<file path="src/kpc_pkg.sv">
// Package with register map and threshold constants of the key press classifier.
package kpc_pkg;

  localparam int THR_WIDTH = 16;
  localparam int APB_ADDR_WIDTH = 3;
  localparam int REG_IDX_WIDTH = APB_ADDR_WIDTH - 2;

  localparam logic [THR_WIDTH-1:0] PRESS_RESET = 16'd100;
  localparam logic [THR_WIDTH-1:0] LONG_RESET = 16'd1000;

  localparam logic [REG_IDX_WIDTH-1:0] REG_PRESS = 1'd0;
  localparam logic [REG_IDX_WIDTH-1:0] REG_LONG = 1'd1;

endpackage

</file>
<file path="src/key_press_classifier.sv">
// Top level of the key press classifier: hold counters and per-key flags.
// An accepted item passes the input register and then the result register.
// Throughput: one item per cycle while results are taken; the counter update and flag compares fit one stage.
// The input register stalls only while a waiting result sees m_tready low.
// Synchronous reset clears the counters, phases, valid flags and restores thresholds.
module key_press_classifier
  import kpc_pkg::*;
#(
  parameter int NUM_KEYS = 9,
  parameter int COUNT_WIDTH = 16,
  parameter int REPEAT_PERIOD = 500
) (
  input  logic                              clk,
  input  logic                              rst,
  // s_tdata: key_levels
  input  logic                              s_tvalid,
  output logic                              s_tready,
  input  logic [((NUM_KEYS+7)/8)*8-1:0]     s_tdata,
  // m_tdata: held_mask, long_mask, once_mask, repeat_mask
  output logic                              m_tvalid,
  input  logic                              m_tready,
  output logic [((4*NUM_KEYS+7)/8)*8-1:0]   m_tdata,
  input  logic                              psel,
  input  logic                              penable,
  input  logic                              pwrite,
  input  logic [APB_ADDR_WIDTH-1:0]         paddr,
  input  logic [31:0]                       pwdata,
  output logic [31:0]                       prdata,
  output logic                              pready
);

  localparam int OUT_W = ((4*NUM_KEYS+7)/8)*8;
  localparam int CMP_W = ((COUNT_WIDTH > THR_WIDTH) ? COUNT_WIDTH : THR_WIDTH) + 1;
  localparam int PH_W = (REPEAT_PERIOD > 1) ? $clog2(REPEAT_PERIOD) : 1;
  localparam logic [PH_W-1:0] PH_LAST = PH_W'(REPEAT_PERIOD - 1);
  localparam logic [COUNT_WIDTH-1:0] CNT_MAX = '1;

  logic [THR_WIDTH-1:0]   press_threshold;
  logic [THR_WIDTH-1:0]   long_threshold;
  logic [REG_IDX_WIDTH-1:0] reg_idx;
  logic                   cfg_write;

  logic                   in_valid;
  logic [NUM_KEYS-1:0]    key_levels;
  logic                   advance;

  logic [COUNT_WIDTH-1:0] hold_count [NUM_KEYS];
  logic [COUNT_WIDTH-1:0] hold_count_next [NUM_KEYS];
  logic [PH_W-1:0]        phase [NUM_KEYS];
  logic [PH_W-1:0]        phase_next [NUM_KEYS];

  logic [NUM_KEYS-1:0]    held_next, long_next, once_next, repeat_next;
  logic [NUM_KEYS-1:0]    held_mask, long_mask, once_mask, repeat_mask;
  logic [CMP_W-1:0]       press1, long1;

  assign pready = 1'b1;
  assign reg_idx = paddr[APB_ADDR_WIDTH-1:2];
  assign cfg_write = psel && penable && pwrite && pready;

  always_comb begin
    unique case (reg_idx)
      REG_PRESS: prdata = 32'(press_threshold);
      REG_LONG:  prdata = 32'(long_threshold);
      default:   prdata = '0;
    endcase
  end

  always_ff @(posedge clk) begin
    if (rst) begin
      press_threshold <= PRESS_RESET;
      long_threshold <= LONG_RESET;
    end else if (cfg_write) begin
      unique case (reg_idx)
        REG_PRESS: press_threshold <= pwdata[THR_WIDTH-1:0];
        REG_LONG:  long_threshold <= pwdata[THR_WIDTH-1:0];
        default:   ;
      endcase
    end
  end

  assign advance = in_valid && (!m_tvalid || m_tready);
  assign s_tready = !in_valid || advance;

  always_ff @(posedge clk) begin
    if (rst) begin
      in_valid <= 1'b0;
    end else if (s_tready) begin
      in_valid <= s_tvalid;
    end
  end

  always_ff @(posedge clk) begin
    if (s_tvalid && s_tready) begin
      key_levels <= s_tdata[NUM_KEYS-1:0];
    end
  end

  assign press1 = CMP_W'(press_threshold) + CMP_W'(1);
  assign long1 = CMP_W'(long_threshold) + CMP_W'(1);

  always_comb begin
    logic           adv;
    logic [CMP_W-1:0] c;
    for (int k = 0; k < NUM_KEYS; k++) begin
      adv = 1'b0;
      if (!key_levels[k]) begin
        hold_count_next[k] = '0;
        phase_next[k] = '0;
      end else if (hold_count[k] != CNT_MAX) begin
        hold_count_next[k] = hold_count[k] + COUNT_WIDTH'(1);
        phase_next[k] = (phase[k] == PH_LAST) ? '0 : phase[k] + PH_W'(1);
        adv = 1'b1;
      end else begin
        hold_count_next[k] = hold_count[k];
        phase_next[k] = phase[k];
      end
      c = CMP_W'(hold_count_next[k]);
      held_next[k] = c > CMP_W'(press_threshold);
      long_next[k] = c > CMP_W'(long_threshold);
      once_next[k] = adv && (c == press1);
      repeat_next[k] = adv && ((c == long1) || ((c > long1) && (phase_next[k] == '0)));
    end
  end

  always_ff @(posedge clk) begin
    if (rst) begin
      for (int k = 0; k < NUM_KEYS; k++) begin
        hold_count[k] <= '0;
        phase[k] <= '0;
      end
    end else if (advance) begin
      for (int k = 0; k < NUM_KEYS; k++) begin
        hold_count[k] <= hold_count_next[k];
        phase[k] <= phase_next[k];
      end
    end
  end

  always_ff @(posedge clk) begin
    if (rst) begin
      m_tvalid <= 1'b0;
    end else if (advance) begin
      m_tvalid <= 1'b1;
    end else if (m_tready) begin
      m_tvalid <= 1'b0;
    end
  end

  always_ff @(posedge clk) begin
    if (advance) begin
      held_mask <= held_next;
      long_mask <= long_next;
      once_mask <= once_next;
      repeat_mask <= repeat_next;
    end
  end

  assign m_tdata = OUT_W'({repeat_mask, once_mask, long_mask, held_mask});

endmodule

</file>
<file path="config.mk">
export PLATFORM = sky130hd
export DESIGN_NAME = key_press_classifier
export DESIGN_NICKNAME = d
export VERILOG_FILES = /design/src/kpc_pkg.sv /design/src/key_press_classifier.sv
export SDC_FILE = /design/constraint.sdc
export NUM_CORES = 1
export LEC_CHECK = 0
export BUFFER_PORTS_ARGS = -buffer_cell sky130_fd_sc_hd__buf_4
export CAP_MARGIN = 20
export CORE_MARGIN = 2
export CORE_UTILIZATION = 30
export DETAILED_ROUTE_END_ITERATION = 8
export GPL_TIMING_DRIVEN = 0
export SYNTH_ARGS = -nofsm -noshare
export SYNTH_HDL_FRONTEND = slang
export SYNTH_SLANG_ARGS = --single-unit
export TNS_END_PERCENT = 30
</file>
<file path="constraint.sdc">
create_clock -name clk -period 11.5 [get_ports clk]
set_input_delay 0 -clock clk [delete_from_list [all_inputs] [get_ports clk]]
set_output_delay 0 -clock clk [all_outputs]
set_load 0.05 [all_outputs]
</file>
==> key figures <==
Synth
  – Sequential share of the synthesized area: 0.301
  – Yosys warns: 0
  – Post-Syn Area per Cell: 8.92 µm²
  – Asr flop ratio synth: 0
  – Mapped Area: 29,200 µm²
  – Post-Synth XOR/XNOR Area: 0.0875
  – Post-Synth Simple-Gate Area: 0.235
  – Synth Area in Compound Gates: 0.139
  – FF+latch count, synth: 304
  – Synthesized-area fraction occupied by adder cells: 0.194
  – Cells after Synth: 3,277
  – Yosys cell types: 82
  – Predominant post-synthesis flop cell: edfxtp_1
  – Main combinational cell family by area after synthesis: simple AND/OR/NAND/NOR gates
  – Mux contribution to synthesized area: 0.0104
  – Post-synth EDFFs: 270

Clock tree
  – Skew-Pair Late Insertion Delay: 0.61 ns
  – CTS tree: done
  – Clock-pin slew on the worst setup and hold paths: 0.06 ns
  – Postcts setup bufs: 0
  – Clock tree buffer depth: 3
  – Clock Root Buffer: clkbuf_16
  – Num CTS Buffers: 40
  – CTS Sinks: 304
  – H-tree Lvls: 2

Drt
  – Routed vias/inst: 5.68
  – Routed length per instance: 22.5 µm
  – Vias: 27,300
  – Residual DRC: 0
  – Detailed Route Iter0 Violations: 3,044
  – Drt pass-1 iters: 7
  – Aggregate routed wire length: 108,000 µm
  – Post-route ant nets: 0

Worst setup path
  – Launching element type of the critical path: flop
  – Crit path DAT: 6.21 ns
  – CP required: 11.85 ns
  – CP endpoint kind: flop
  – Worst-path fanout max: 11
  – Crit path kind: reg -> reg

Outcome
  – Outcome: completed

Power
  – PwrDens: 97.5 nW/µm²
  – Leak pwr: 13.8 nW
  – Maximum vdd drop: 0.0934 mV

Place
  – Routability congestion estimate: 0.949
  – DP Wirelength: 80,100 µm
  – Post-place instance area: 32,300 µm²
  – DP Worst Slack: 5.86 ns
  – I/O Buffers: 84

STA
  – Crit path time final: 5.85 ns
  – Worst Max-Slew Pin Slew: 1.20 ns
  – Final Setup Violations: 0
  – Final period util: 0.509
  – Slew Limit Headroom: 0.197
  – WHS: 0.117 ns
  – RSZ-0062 raised after global routing: no
  – Fmax: 0.171 GHz
  – Clock Skews: 0.0549 ns
  – Final Hold Vio Count: 0
  – Setup TNS: 0 ns
  – Pins Over Slew Limit: 0
  – Final setup margin: 5.65 ns

Finish
  – Most common cell after layout, fill and taps aside: ha_1
  – Most frequent cells in the layout: ha_1, nor2_1, edfxtp_1
  – Layout cells sized above 1: 0.0804
  – Final #Nets: 4,002
  – Number of fill cells: 9,838
  – Synth-to-Final Area Change: 16.2%
  – Layout Cell Area excl Fill: 34,000 µm²
  – Fin util: 0.352

Worst hold path
  – Min-delay worst type: in -> reg

Die
  – Chip width: 316 µm
  – CORE AREA: 96,600 µm²
  – Die H: 316 µm
  – Die ar.: 99,900 µm²
  – Site row count: 114
  – Starting Density: 0.303
  – I/O pin count: 133

GRT
  – GRT Total Usage: 0.210
  – Largest net degree at the start of global routing: 65
  – GRT overflow: 0
  – Vias in the first global route: 25,000
  – Antenna violations before repair: 4
  – First-pass GRT wire length: 158,000 µm

Run
  – Max cap viols: 0
-- critical path: stages (launching register included) --
cell       delay [ns]
dfxtp_1          0.73
buf_16           0.23
inv_1            0.50
nor4_1           0.60
and4_1           0.40
nand3_1          0.17
xnor2_2          0.55
buf_6            0.25
ha_1             0.16
nand4_1          0.15
nor3_1           0.42
a21boi_0         0.39
nor4_1           0.17
a2111oi_0        0.42
nand3_1          0.14
o31ai_1          0.31
-- metrics by stage --
stage	total power [W]	instances
6_report	0.00331	4800
5_1_grt	0.00345	4797
4_1_cts	0.00333	4793
3_5_place_dp	0.00204	4687
3_3_place_gp	0.00203	4656
2_1_floorplan	0.00181	3296
-- timing repair --
| action | in CTS | in global routing |
|---|---|---|
| resized for setup | 0 | 0 |
| hold buffers | 35 | 0 |
| hold endpoints to repair | 43 | 0 |
-- path summary, 6_finish.rpt --
check,end,slack (ns),from,cells after the start
max reg2reg,repeat_mask[7],5.65,long_threshold[0],15
max,repeat_mask[7],5.65,long_threshold[0],15
min reg2reg,press_threshold[4],0.49,press_threshold[4],2
min,key_levels[4],0.12,s_tdata[4],2
-- Yosys cell counts, types with 22 or more instances --
cell type / instances / share of area
clkbuf_1: 77 / 0.0099
dfxtp_1: 34 / 0.023
nand3_1: 136 / 0.023
a21oi_1: 180 / 0.031
and3_1: 45 / 0.0096
ha_1: 452 / 0.19
a21o_1: 80 / 0.021
and4_1: 24 / 0.0072
nor4_1: 61 / 0.013
xnor2_1: 160 / 0.048
nand4_1: 189 / 0.040
edfxtp_1: 270 / 0.28
nand2_1: 257 / 0.033
xor2_1: 122 / 0.037
buf_4: 22 / 0.0057
nor2b_1: 37 / 0.0079
o211ai_1: 30 / 0.0077
inv_1: 115 / 0.015
o21a_1: 25 / 0.0064
nor2_1: 301 / 0.039
o21ai_0: 132 / 0.023
nor3_1: 115 / 0.020
and2_1: 59 / 0.013
a31oi_1: 39 / 0.0083
nand2b_1: 42 / 0.0090
-- final cells by class --
class / count / area (µm²) / share of cell area
plain buffers: 115 / 526 / 0.0155
multi-input cells: 2760 / 19700 / 0.581
flip-flops and latches: 304 / 8790 / 0.259
diodes: 3 / 7.51 / 0.000221
clock inverters: 19 / 213 / 0.00626
inverters: 117 / 439 / 0.0129
well taps: 1276 / 1600 / 0.0470
repair buffers: 154 / 1560 / 0.0461
clock buffers: 52 / 1090 / 0.0320
-- state kept, by name, summed over array words and instances, names as in the netlist --
register / flops
long_mask: 9
in_valid: 1
once_mask: 9
phase: 81
repeat_mask: 9
m_tvalid: 1
hold_count: 144
press_threshold: 16
key_levels: 9
long_threshold: 16
held_mask: 9
-- where the power goes --
part	total (W)	internal, W	switching [W]	leakage [nW]
clock	0.00126	0.000738	0.000526	0.632
sequential	0.00134	0.00127	0.0000660	3.11
combinational	0.000712	0.000257	0.000455	10.1
-- layer usage --
metal / wire length [µm] / GRT usage / vias up
met2: 44400 / 0.308 / 1268
met1: 46700 / 0.294 / 13000
met5: 13 / 0 / -
met4: 4760 / 0.0877 / 2
li1: - / - / 12800
met3: 12200 / 0.0521 / 260
-- cells by family after synthesis --
family | Yosys count
and+or+nand+nor | 1338
DFF | 304
buffers and inverters | 232
muxes | 29
other | 2
AOI/OAI and AO/OA | 634
adders and majority gates | 452
xor gates and xnor gates | 286
(Power assumes the default switching activity.)
